$ cat config.mk
export PLATFORM = sky130hd
export DESIGN_NAME = linear_interp_resampler_unit
export DESIGN_NICKNAME = d
export VERILOG_FILES = /design/src/design/lirs_pkg.sv /design/src/design/linear_interp_resampler_unit.sv /design/src/design/lirs_div.sv /design/src/design/lirs_dp.sv /design/src/design/lirs_ctrl.sv
export SDC_FILE = /design/constraint.sdc
export NUM_CORES = 2
export LEC_CHECK = 0
export BUFFER_PORTS_ARGS = -buffer_cell sky130_fd_sc_hd__buf_4
export CAP_MARGIN = 20
export CORE_MARGIN = 2
export CORE_UTILIZATION = 35
export DETAILED_ROUTE_END_ITERATION = 8
export PLACE_DENSITY = 0.51
export SYNTH_ARGS = -nofsm -noshare
export SYNTH_HDL_FRONTEND = slang
export SYNTH_SLANG_ARGS = --single-unit
export TNS_END_PERCENT = 20
$ cat constraint.sdc
create_clock -name clk -period 9.8 [get_ports clk]
set_clock_uncertainty 0.05 [all_clocks]
set_input_delay 0 -clock clk [delete_from_list [all_inputs] [get_ports clk]]
set_output_delay 0 -clock clk [all_outputs]
set_load 0.02 [all_outputs]
$ cat src/design/lirs_pkg.sv
// lirs_pkg: shared types and constants for the linear interpolation resampler.
// No dependencies; linear_interp_resampler_unit, lirs_dp and lirs_ctrl import it.
`default_nettype none

package lirs_pkg;

  localparam int SAMPLE_W = 16;
  localparam int RATE_W   = 18;
  localparam int FRAC_W   = 16;
  localparam int CFG_IDX_W = 1;

  // register indexes on the config port
  localparam logic [CFG_IDX_W-1:0] REG_FROM_RATE = 1'd0;
  localparam logic [CFG_IDX_W-1:0] REG_TO_RATE   = 1'd1;

  localparam logic [RATE_W-1:0] RESET_FROM_RATE = 18'd8000;
  localparam logic [RATE_W-1:0] RESET_TO_RATE   = 18'd48000;

  typedef struct packed {
    logic signed [SAMPLE_W-1:0] in_sample;
    logic                       in_last;
  } in_item_t;

  typedef struct packed {
    logic signed [SAMPLE_W-1:0] out_sample;
    logic                       out_last;
    logic                       out_empty;
  } out_item_t;

  // controller -> datapath
  typedef struct packed {
    logic take;       // latch the incoming sample
    logic div_start;  // start the phase step division
    logic hold_put;   // release the held output
    logic mul;        // register the interpolation product
    logic emit;       // finish one interpolated output and advance phase
    logic put_s;      // emit current sample at end of chunk and advance phase
    logic flush;      // close out the item
  } lirs_cmd_t;

  // datapath -> controller
  typedef struct packed {
    logic direct;     // item bypasses interpolation
    logic step_ok;    // phase step already computed
    logic div_busy;
    logic hold_hit;   // held output now falls inside the count
    logic l1_more;    // another output lies between previous and current sample
    logic l2_more;    // another output lies on the final sample
    logic in_count;   // next output number is inside the count
    logic pend_valid;
    logic item_last;
    logic out_free;   // output register can take a transfer this cycle
  } lirs_status_t;

endpackage

`default_nettype wire

$ cat src/design/linear_interp_resampler_unit.sv
// Channel   Valid          Stall          Payload
// sample    sample_valid   sample_stall   sample_item (in_item_t)
// result    result_valid   result_stall   result_item (out_item_t)
// config    cfg_write      -              cfg_index, cfg_data
//
// Bypassed items go from IDLE straight to FLUSH. Other items pass through
// HOLD, NEXT and FLUSH, with MUL and EMIT for each interpolated output and
// TAIL for each output on the closing sample; the multiply is registered.
// The first interpolated item after reset or a config write also waits in DIV
// for the bit-serial phase step division (34 quotient bits).
// Reset is synchronous; rates return to 8000 and 48000 Hz.
// A stalled result holds only the output register: the next sample transfer
// is taken while it waits.
// Uses lirs_pkg, lirs_ctrl and lirs_dp.
`default_nettype none

module linear_interp_resampler_unit import lirs_pkg::*; #(
  parameter int COUNT_BITS   = 24,
  parameter int MAX_UPSAMPLE = 32
) (
  input  wire logic                 clk,
  input  wire logic                 rst,
  input  wire logic                 cfg_write,
  input  wire logic [CFG_IDX_W-1:0] cfg_index,
  input  wire logic [RATE_W-1:0]    cfg_data,
  input  wire logic                 sample_valid,
  output logic                      sample_stall,
  input  wire in_item_t             sample_item,
  output logic                      result_valid,
  input  wire logic                 result_stall,
  output out_item_t                 result_item
);

  lirs_cmd_t    cmd;
  lirs_status_t st;

  lirs_ctrl u_ctrl (
    .clk          (clk),
    .rst          (rst),
    .sample_valid (sample_valid),
    .sample_stall (sample_stall),
    .st           (st),
    .cmd          (cmd)
  );

  lirs_dp #(
    .COUNT_BITS   (COUNT_BITS),
    .MAX_UPSAMPLE (MAX_UPSAMPLE)
  ) u_dp (
    .clk          (clk),
    .rst          (rst),
    .cfg_write    (cfg_write),
    .cfg_index    (cfg_index),
    .cfg_data     (cfg_data),
    .sample_item  (sample_item),
    .result_valid (result_valid),
    .result_stall (result_stall),
    .result_item  (result_item),
    .cmd          (cmd),
    .st           (st)
  );

endmodule

`default_nettype wire

$ cat src/design/lirs_div.sv
// lirs_div: restoring divider, one quotient bit per cycle.
// Depends on nothing but its parameters.
`default_nettype none

module lirs_div #(
  parameter int DIVIDEND_W = 34,
  parameter int DIVISOR_W  = 18
) (
  input  wire logic                  clk,
  input  wire logic                  rst,
  input  wire logic                  start,
  input  wire logic [DIVIDEND_W-1:0] dividend,
  input  wire logic [DIVISOR_W-1:0]  divisor,
  output logic                       busy,
  output logic [DIVIDEND_W-1:0]      quotient,
  output logic [DIVISOR_W-1:0]       remainder
);

  localparam int CNT_W = $clog2(DIVIDEND_W + 1);

  logic [CNT_W-1:0]      cnt;
  logic [DIVIDEND_W-1:0] quo;
  logic [DIVISOR_W-1:0]  acc;
  logic [DIVISOR_W-1:0]  dvs;
  logic [DIVISOR_W:0]    shifted;
  logic [DIVISOR_W:0]    trial;
  logic                  take_bit;

  assign shifted  = {acc, quo[DIVIDEND_W-1]};
  assign trial    = shifted - {1'b0, dvs};
  assign take_bit = shifted >= {1'b0, dvs};

  always_ff @(posedge clk) begin
    if (rst) begin
      busy <= 1'b0;
      cnt  <= '0;
    end else if (start) begin
      busy <= 1'b1;
      cnt  <= CNT_W'(DIVIDEND_W);
      acc  <= '0;
      quo  <= dividend;
      dvs  <= divisor;
    end else if (busy) begin
      acc <= take_bit ? trial[DIVISOR_W-1:0] : shifted[DIVISOR_W-1:0];
      quo <= {quo[DIVIDEND_W-2:0], take_bit};
      cnt <= cnt - CNT_W'(1);
      if (cnt == CNT_W'(1)) begin
        busy <= 1'b0;
      end
    end
  end

  assign quotient  = quo;
  assign remainder = acc;

endmodule

`default_nettype wire

$ cat src/design/lirs_dp.sv
// lirs_dp: rate registers, phase accumulator, interpolator, hold slot,
// pending result and output register. Uses lirs_pkg and lirs_div.
`default_nettype none

module lirs_dp import lirs_pkg::*; #(
  parameter int COUNT_BITS   = 24,
  parameter int MAX_UPSAMPLE = 32
) (
  input  wire logic                 clk,
  input  wire logic                 rst,
  input  wire logic                 cfg_write,
  input  wire logic [CFG_IDX_W-1:0] cfg_index,
  input  wire logic [RATE_W-1:0]    cfg_data,
  input  wire in_item_t             sample_item,
  output logic                      result_valid,
  input  wire logic                 result_stall,
  output out_item_t                 result_item,
  input  wire lirs_cmd_t            cmd,
  output lirs_status_t              st
);

  localparam int CNT_W   = COUNT_BITS;
  localparam int NTO_W   = COUNT_BITS + RATE_W;
  localparam int LHS_W   = COUNT_BITS + RATE_W + 2;
  localparam int PHASE_W = ((COUNT_BITS > RATE_W) ? COUNT_BITS : RATE_W) + FRAC_W + 1;
  localparam int PIDX_W  = PHASE_W - FRAC_W;
  localparam int STEP_W  = RATE_W + FRAC_W;
  localparam int UPS_W   = RATE_W + $clog2(MAX_UPSAMPLE + 1);
  localparam int PROD_W  = 2 * (SAMPLE_W + 1);

  logic [RATE_W-1:0]          from_rate;
  logic [RATE_W-1:0]          to_rate;
  logic                       step_ok;
  logic signed [SAMPLE_W-1:0] prev;
  logic [CNT_W-1:0]           k;
  logic [NTO_W-1:0]           kt;      // k * to_rate
  logic [NTO_W-1:0]           nto;     // (k + 1) * to_rate for the item in work
  logic [LHS_W-1:0]           od_lhs;  // (outputs done + 1) * from_rate
  logic [PHASE_W-1:0]         phase;
  logic [RATE_W-1:0]          rem;
  logic                       hold_valid;
  logic signed [SAMPLE_W-1:0] hold_val;
  logic [LHS_W-1:0]           hold_lhs;
  logic signed [SAMPLE_W-1:0] cur_s;
  logic                       item_last;
  logic                       item_pt;
  logic signed [PROD_W-1:0]   prod;
  logic                       pend_valid;
  logic signed [SAMPLE_W-1:0] pend_val;

  logic                       div_busy;
  logic [STEP_W-1:0]          div_q;
  logic [RATE_W-1:0]          div_r;

  logic                       last_eff;
  logic                       pass;
  logic [UPS_W-1:0]           from_x;
  logic                       in_count;
  logic [CNT_W-1:0]           k_m1;
  logic [PIDX_W-1:0]          phase_idx;
  logic signed [SAMPLE_W:0]   diff;
  logic signed [SAMPLE_W:0]   frac_s;
  logic signed [PROD_W-1:0]   prod_next;
  logic signed [PROD_W-1:0]   shifted;
  logic signed [PROD_W-1:0]   interp_sum;
  logic signed [SAMPLE_W-1:0] interp_val;
  logic [RATE_W:0]            rem_sum;
  logic [RATE_W:0]            rem_sub;
  logic                       wrap;
  logic [RATE_W-1:0]          rem_adv;
  logic [PHASE_W-1:0]         phase_adv;
  logic [LHS_W-1:0]           od_adv;
  logic                       advance;
  logic                       put_now;
  logic signed [SAMPLE_W-1:0] put_val;
  logic                       push_mid;
  logic                       push_flush;
  logic                       push;
  logic                       out_free;
  out_item_t                  push_item;

  lirs_div #(
    .DIVIDEND_W (STEP_W),
    .DIVISOR_W  (RATE_W)
  ) u_div (
    .clk       (clk),
    .rst       (rst),
    .start     (cmd.div_start),
    .dividend  ({from_rate, FRAC_W'(0)}),
    .divisor   (to_rate),
    .busy      (div_busy),
    .quotient  (div_q),
    .remainder (div_r)
  );

  // bypass when a rate is zero, rates match, or the ratio is out of range
  assign from_x   = UPS_W'(from_rate) * UPS_W'(MAX_UPSAMPLE);
  assign pass     = (from_rate == '0) || (to_rate == '0) || (from_rate == to_rate) ||
                    (UPS_W'(to_rate) > from_x);
  assign last_eff = sample_item.in_last || (k == '1);

  assign in_count  = od_lhs <= LHS_W'(nto);
  assign k_m1      = k - CNT_W'(1);
  assign phase_idx = phase[PHASE_W-1:FRAC_W];

  // interpolation: prev + floor((cur - prev) * frac / 2^16)
  assign diff       = {cur_s[SAMPLE_W-1], cur_s} - {prev[SAMPLE_W-1], prev};
  assign frac_s     = $signed({1'b0, phase[FRAC_W-1:0]});
  assign prod_next  = diff * frac_s;
  assign shifted    = prod >>> FRAC_W;
  assign interp_sum = shifted + PROD_W'(prev);
  assign interp_val = interp_sum[SAMPLE_W-1:0];

  // phase step: whole part plus remainder modulo to_rate
  assign rem_sum   = {1'b0, rem} + {1'b0, div_r};
  assign wrap      = rem_sum >= {1'b0, to_rate};
  assign rem_sub   = rem_sum - {1'b0, to_rate};
  assign rem_adv   = wrap ? rem_sub[RATE_W-1:0] : rem_sum[RATE_W-1:0];
  assign phase_adv = phase + PHASE_W'(div_q) + PHASE_W'(wrap);
  assign od_adv    = od_lhs + LHS_W'(from_rate);
  assign advance   = cmd.emit | cmd.put_s;

  assign put_now = cmd.hold_put | (cmd.emit & in_count) | cmd.put_s;
  assign put_val = cmd.hold_put ? hold_val : (cmd.put_s ? cur_s : interp_val);

  // results wait one step in the pending slot so the final one can carry last
  assign push_mid   = put_now & pend_valid;
  assign push_flush = cmd.flush & (pend_valid | item_last);
  assign push       = push_mid | push_flush;
  assign out_free   = !result_valid || !result_stall;

  always_comb begin
    push_item.out_sample = pend_val;
    push_item.out_last   = 1'b0;
    push_item.out_empty  = 1'b0;
    if (push_flush) begin
      push_item.out_sample = pend_valid ? pend_val : '0;
      push_item.out_last   = item_last;
      push_item.out_empty  = !pend_valid;
    end
  end

  assign st.direct     = pass || ((k == '0) && last_eff);
  assign st.step_ok    = step_ok;
  assign st.div_busy   = div_busy;
  assign st.hold_hit   = hold_valid && (hold_lhs <= LHS_W'(nto));
  assign st.l1_more    = (k != '0) && (phase_idx == PIDX_W'(k_m1));
  assign st.l2_more    = item_last && in_count && (phase_idx == PIDX_W'(k));
  assign st.in_count   = in_count;
  assign st.pend_valid = pend_valid;
  assign st.item_last  = item_last;
  assign st.out_free   = out_free;

  always_ff @(posedge clk) begin
    if (rst) begin
      from_rate  <= RESET_FROM_RATE;
      to_rate    <= RESET_TO_RATE;
      step_ok    <= 1'b0;
      prev       <= '0;
      k          <= '0;
      kt         <= '0;
      od_lhs     <= LHS_W'(RESET_FROM_RATE);
      phase      <= '0;
      rem        <= '0;
      hold_valid <= 1'b0;
      pend_valid <= 1'b0;
      item_last  <= 1'b0;
      item_pt    <= 1'b0;
    end else if (cfg_write) begin
      unique case (cfg_index)
        REG_FROM_RATE: from_rate <= cfg_data;
        REG_TO_RATE:   to_rate   <= cfg_data;
        default:       to_rate   <= to_rate;
      endcase
      step_ok    <= 1'b0;
      prev       <= '0;
      k          <= '0;
      kt         <= '0;
      od_lhs     <= LHS_W'((cfg_index == REG_FROM_RATE) ? cfg_data : from_rate);
      phase      <= '0;
      rem        <= '0;
      hold_valid <= 1'b0;
    end else begin
      if (cmd.div_start) begin
        step_ok <= 1'b1;
      end
      if (cmd.take) begin
        cur_s     <= sample_item.in_sample;
        item_pt   <= pass;
        item_last <= pass ? sample_item.in_last : last_eff;
        nto       <= kt + NTO_W'(to_rate);
        if (st.direct) begin
          pend_val   <= sample_item.in_sample;
          pend_valid <= 1'b1;
        end
      end
      if (cmd.mul) begin
        prod <= prod_next;
      end
      if (cmd.hold_put) begin
        hold_valid <= 1'b0;
      end
      if (cmd.emit && !in_count && !item_last) begin
        hold_valid <= 1'b1;
        hold_val   <= interp_val;
        hold_lhs   <= od_lhs;
      end
      if (advance) begin
        phase  <= phase_adv;
        rem    <= rem_adv;
        od_lhs <= od_adv;
      end
      if (put_now) begin
        pend_val   <= put_val;
        pend_valid <= 1'b1;
      end
      if (cmd.flush) begin
        pend_valid <= 1'b0;
        if (item_last) begin
          prev       <= '0;
          k          <= '0;
          kt         <= '0;
          od_lhs     <= LHS_W'(from_rate);
          phase      <= '0;
          rem        <= '0;
          hold_valid <= 1'b0;
        end else if (!item_pt) begin
          prev <= cur_s;
          k    <= k + CNT_W'(1);
          kt   <= nto;
        end
      end
    end
  end

  always_ff @(posedge clk) begin
    if (rst) begin
      result_valid <= 1'b0;
    end else if (push) begin
      result_valid <= 1'b1;
      result_item  <= push_item;
    end else if (!result_stall) begin
      result_valid <= 1'b0;
    end
  end

`ifndef NO_ASSERTIONS
  a_hold_release_valid: assert property (@(posedge clk) disable iff (rst)
    cmd.hold_put |-> hold_valid)
    else $error("held output released while slot empty");

  a_push_needs_room: assert property (@(posedge clk) disable iff (rst)
    push |-> out_free)
    else $error("output register overwritten before transfer");

  a_advance_after_div: assert property (@(posedge clk) disable iff (rst)
    advance |-> (step_ok && !div_busy))
    else $error("phase advanced without a finished step");
`endif

endmodule

`default_nettype wire

$ cat src/design/lirs_ctrl.sv
// lirs_ctrl: per-item sequencer for the resampler datapath.
// Uses lirs_pkg command and status structs.
`default_nettype none

module lirs_ctrl import lirs_pkg::*; (
  input  wire logic         clk,
  input  wire logic         rst,
  input  wire logic         sample_valid,
  output logic              sample_stall,
  input  wire lirs_status_t st,
  output lirs_cmd_t         cmd
);

  typedef enum logic [7:0] {
    ST_IDLE  = 8'b0000_0001,
    ST_DIV   = 8'b0000_0010,
    ST_HOLD  = 8'b0000_0100,
    ST_NEXT  = 8'b0000_1000,
    ST_MUL   = 8'b0001_0000,
    ST_EMIT  = 8'b0010_0000,
    ST_TAIL  = 8'b0100_0000,
    ST_FLUSH = 8'b1000_0000
  } state_t;

  state_t state_q;
  state_t state_next;
  logic   room;

  // a new result may enter the pending slot only if the old one can move out
  assign room         = !st.pend_valid || st.out_free;
  assign sample_stall = (state_q != ST_IDLE);

  always_comb begin
    cmd        = '0;
    state_next = state_q;
    unique case (state_q)
      ST_IDLE: begin
        if (sample_valid) begin
          cmd.take = 1'b1;
          if (st.direct) begin
            state_next = ST_FLUSH;
          end else if (!st.step_ok) begin
            cmd.div_start = 1'b1;
            state_next    = ST_DIV;
          end else begin
            state_next = ST_HOLD;
          end
        end
      end
      ST_DIV: begin
        if (!st.div_busy) begin
          state_next = ST_HOLD;
        end
      end
      ST_HOLD: begin
        if (!st.hold_hit) begin
          state_next = ST_NEXT;
        end else if (room) begin
          cmd.hold_put = 1'b1;
          state_next   = ST_NEXT;
        end
      end
      ST_NEXT: begin
        priority if (st.l1_more) begin
          state_next = ST_MUL;
        end else if (st.l2_more) begin
          state_next = ST_TAIL;
        end else begin
          state_next = ST_FLUSH;
        end
      end
      ST_MUL: begin
        cmd.mul    = 1'b1;
        state_next = ST_EMIT;
      end
      ST_EMIT: begin
        if (!st.in_count || room) begin
          cmd.emit   = 1'b1;
          state_next = ST_NEXT;
        end
      end
      ST_TAIL: begin
        if (room) begin
          cmd.put_s  = 1'b1;
          state_next = ST_NEXT;
        end
      end
      ST_FLUSH: begin
        if (!(st.pend_valid || st.item_last) || st.out_free) begin
          cmd.flush  = 1'b1;
          state_next = ST_IDLE;
        end
      end
      default: state_next = ST_IDLE;
    endcase
  end

  always_ff @(posedge clk) begin
    if (rst) begin
      state_q <= ST_IDLE;
    end else begin
      state_q <= state_next;
    end
  end

`ifndef NO_ASSERTIONS
  a_take_leaves_idle: assert property (@(posedge clk) disable iff (rst)
    (state_q == ST_IDLE && sample_valid) |=> (state_q != ST_IDLE))
    else $error("sample transfer did not start an item");

  a_take_pend_empty: assert property (@(posedge clk) disable iff (rst)
    cmd.take |-> !st.pend_valid)
    else $error("new item taken with a result still pending");
`endif

endmodule

`default_nettype wire
==> metrics.md <==
| Metric | Value |
|---|---|
| Status | `complete, no violations` |
| Area of the die | `115,000 sq um` |
| CTS tree | `yes` |
| Max incr delay on CP | `560 ps` |
| Total gr overflow | `0` |
| Vias | `30,300` |
| Post-DP HPWL | `84.2 mm` |
| HP Class | `primary input to register` |
| Row count | `122` |
| Share of the synthesized area in the top cell type | `18.2%` |
| Layout Nets | `5,000` |
| Least-Margin Pin Slew | `1040 ps` |
| Post-synth EDFFs | `238` |
| Critical path's most frequent cell | `fa_1` |
| Number of global-route vias before repair | `30,700` |
| Hold Slack | `47.6 ps` |
| Element type at the critical path start | `register` |
| Layout cells sized above 1 | `6.23%` |
| Filler instances | `11,300` |
| H-tree depth | `2` |
| WHS Path Cells | `2` |
| Post-CTS setup buffer count | `0` |
| First-pass GRT wire length | `178 mm` |
| Synth-to-Final Area Change | `11.3%` |
| Sequential area share after synthesis | `30.6%` |
| Longest Clk Path Bufs | `3` |
| Pre-antenna DRT Iters | `6` |
| Maximum operating frequency | `111 MHz` |
| R2R Path Start | `u_dp.prev[1]$_SDFFE_PP0P_` |
| Max-Slew Margin vs Limit | `30.9%` |
| Initial DRC Count | `1,823` |
| Initial Utilization | `35.3%` |
| Reg area | `12,000 sq um` |
| ANT cells | `0` |
| Number of max-cap violations | `0` |
| Synth Warn # | `0` |
| Setup slack, reg-to-reg | `760 ps` |
| Clock-pin slew on the worst setup and hold paths | `60 ps` |
| WP data arrival | `9450 ps` |
| Pleak | `18.8 nW` |
| Post-Syn Instances | `4,296` |
| Placed cell areas | `41,300 sq um` |
| Pin count of the biggest net entering global routing | `72` |
| Worst reg2reg path depth | `32` |
| Post-route cell area | `43,600 sq um` |
| Slowest CP cell | `or3b_2` |
| Worst r2r dst | `u_dp.prod[30]$_DFFE_PP_` |
| Synth area leader | `edfxtp_1` |
| Die span in x | `339 um` |
| Die Ht | `339 um` |
| Top Ports | `61` |
| Avg Vias per Cell | `5.14` |
| Pwr/cell area | `116 nW/um^2` |
| Unique masters post-synth | `93` |
| Worst-skew pair later-pin latency | `670 ps` |
| Worst Path Max Fanout | `16` |
| Synth top area cells | `edfxtp_1, fa_1, dfxtp_1` |
| Avg Synthesized Cell Area | `9.13 sq um` |
| Routed WL per cell | `19.0 um` |
| Final setup TNS | `0 ps` |
| Overall Global Routing Usage | `19.5%` |
| Netlist Area Pre-Place | `39,200 sq um` |
| TritonCTS buffer count | `57` |
| Setup Crit Path Kind | `register to register` |
| Crit end category | `register` |
| Post-synth top flop | `dfxtp_1` |
| Core ar. | `111,000 sq um` |
| DRT antenna net count | `0` |
| Asr flop ratio synth | `0%` |
| Fin util | `39.3%` |
| CTS sink cnt | `480` |
| Syn nets | `4,944` |
| Worst hold endpoint | `u_dp.cur_s[4]$_DFFE_PP_` |
| Min Tclk post-route | `9040 ps` |
| Final wirelength | `112 mm` |
| DRC | `0` |
| Final Hold Fails | `0` |
| Footprint of the multi-input gates | `24,700 sq um` |
| I/O Buffers | `60` |
| Worst Hold Launch | `sample_item[5]` |
| Worst Path Required | `10,210 ps` |
| Final setup fails | `0` |
| Seq cells post-synth | `480` |
| CTS root buf | `clkbuf_16` |
| Initial antenna violation count | `3` |
| Worst Slack Setup Final | `761 ps` |
| Fin crit share | `92.2%` |
| Max VDD drop | `0.126 mV` |
| DP Worst Slack | `794 ps` |
| Final max-slew violation count | `0` |
| GP Congestion | `0.849` |
## metal layers
| layer | part of all wire (%) | track usage (%) | up-vias |
|---|---|---|---|
| met4 | 2.2 | 4.44 | 0 |
| met5 | 0 | 0 | - |
| met1 | 47 | 26.8 | 14800 |
| met3 | 4.2 | 2.54 | 136 |
| met2 | 46 | 32.6 | 530 |
| li1 | - | - | 14800 |
## flip-flops by register name (all words and copies together), names as in the netlist, 6 cells and up
signal                flops
u_dp.phase               41
u_dp.k                   24
u_dp.u_div.quotient      34
u_dp.prev                16
u_dp.od_lhs              44
u_dp.u_div.dvs           18
u_dp.u_div.remainder     18
u_dp.from_rate           18
u_ctrl.state_q            8
u_dp.nto                 42
u_dp.result_item         18
u_dp.cur_s               16
u_dp.pend_val            16
u_dp.u_div.cnt            6
u_dp.hold_lhs            44
u_dp.to_rate             18
u_dp.kt                  42
u_dp.prod                16
u_dp.rem                 18
u_dp.hold_val            16
## cell usage in the layout (no fill, tap or decap), types with 40 or more instances in the layout
master           n
inv_1          507
nand2_1        380
ha_1           339
nor2_1         336
a21oi_1        268
fa_1           268
dfxtp_1        242
edfxtp_1       238
xnor2_1        175
o21ai_0        168
and2_1         139
buf_4          109
xor2_1          95
nand3_1         93
nor3_1          87
nor2b_1         78
a21o_1          65
a22oi_1         62
clkbuf_16       59
nand4_1         54
o21a_1          47
dlygate4sd3_1   46
or3_1           40
## cell usage after synthesis (13+ instances only)
cell type  number
inv_1         507
nor4_1         23
or3_1          40
o211ai_1       31
xnor2_1       177
nand2b_1       36
clkbuf_1      128
o31ai_1        14
o21ai_0       168
a21oi_1       270
a31oi_1        17
a21o_1         66
nand3_1        93
ha_1          339
nor2b_1        78
and3_1         35
and2_1        139
mux2i_1        24
a211oi_1       31
edfxtp_1      238
fa_1          268
xor2_1         95
nand4_1        54
buf_2          17
nor3_1         91
a22oi_1        62
nor3b_1        13
o21bai_1       13
dfxtp_1       242
o21a_1         47
nand2_1       382
nor2_1        338
## worst max-delay path, delay by kind of cell (launching register included)
| kind | cells | cell delay, ps |
|---|---|---|
| buf+inv | 5 | 450 |
| flops | 1 | 410 |
| fa+ha+maj | 8 | 3600 |
| simple gates | 3 | 710 |
| compound gates | 16 | 3620 |
## stage by stage
step                      std cells  power, mW
after global routing           5888       5.27
after floorplan                4296       2.72
after CTS                      5888       5.12
after detailed placement       5735       2.94
final                          5888       5.05
after global placement         5735       2.94
## final cells by class
type	instances	share of cell area [%]
multi-input combinational	3149	56.7
sequential	480	27.5
inverter	509	4.38
tap	1488	4.27
clock buffer	85	3.77
timing repair buffer	155	2.93
clock inverter	22	0.453
## cells by family (layout without fill, tap and decap cells)
kind of cell / Yosys count / in the layout / share of synthesized area [%]
compound gates: 838 / 838 / 13.7
fa+ha+maj: 607 / 607 / 24.5
mux: 31 / 31 / 0.814
buf+inv: 667 / 771 / 6.53
simple gates: 1401 / 1401 / 17.8
xor+xnor: 272 / 272 / 6.07
flops: 480 / 480 / 30.6
## how the worst max path moves through the flow
stage / startpoint / to / slack, ps
floorplan: u_dp.nto[23]$_DFFE_PP_ / u_dp.hold_lhs[0]$_DFFE_PP_ / 1250
global placement: u_dp.prev[1]$_SDFFE_PP0P_ / u_dp.prod[30]$_DFFE_PP_ / 890
detailed placement: u_dp.prev[1]$_SDFFE_PP0P_ / u_dp.prod[30]$_DFFE_PP_ / 790
CTS: u_dp.prev[1]$_SDFFE_PP0P_ / u_dp.prod[30]$_DFFE_PP_ / 720
global route: u_dp.prev[1]$_SDFFE_PP0P_ / u_dp.prod[30]$_DFFE_PP_ / -8
finish: u_dp.prev[1]$_SDFFE_PP0P_ / u_dp.prod[30]$_DFFE_PP_ / 760
## power by group
group	total (mW)	switching [mW]	internal, mW
clock network	2.13	0.917	1.21
registers	2.25	0.0756	2.17
logic	0.668	0.408	0.260
## repair_timing
item / CTS / global route
resized for setup: 0 / 2
hold buffers: 46 / 0
setup endpoints to repair: 0 / 2
hold endpoints to repair: 96 / 0
Power figures use the tool's default switching activity.
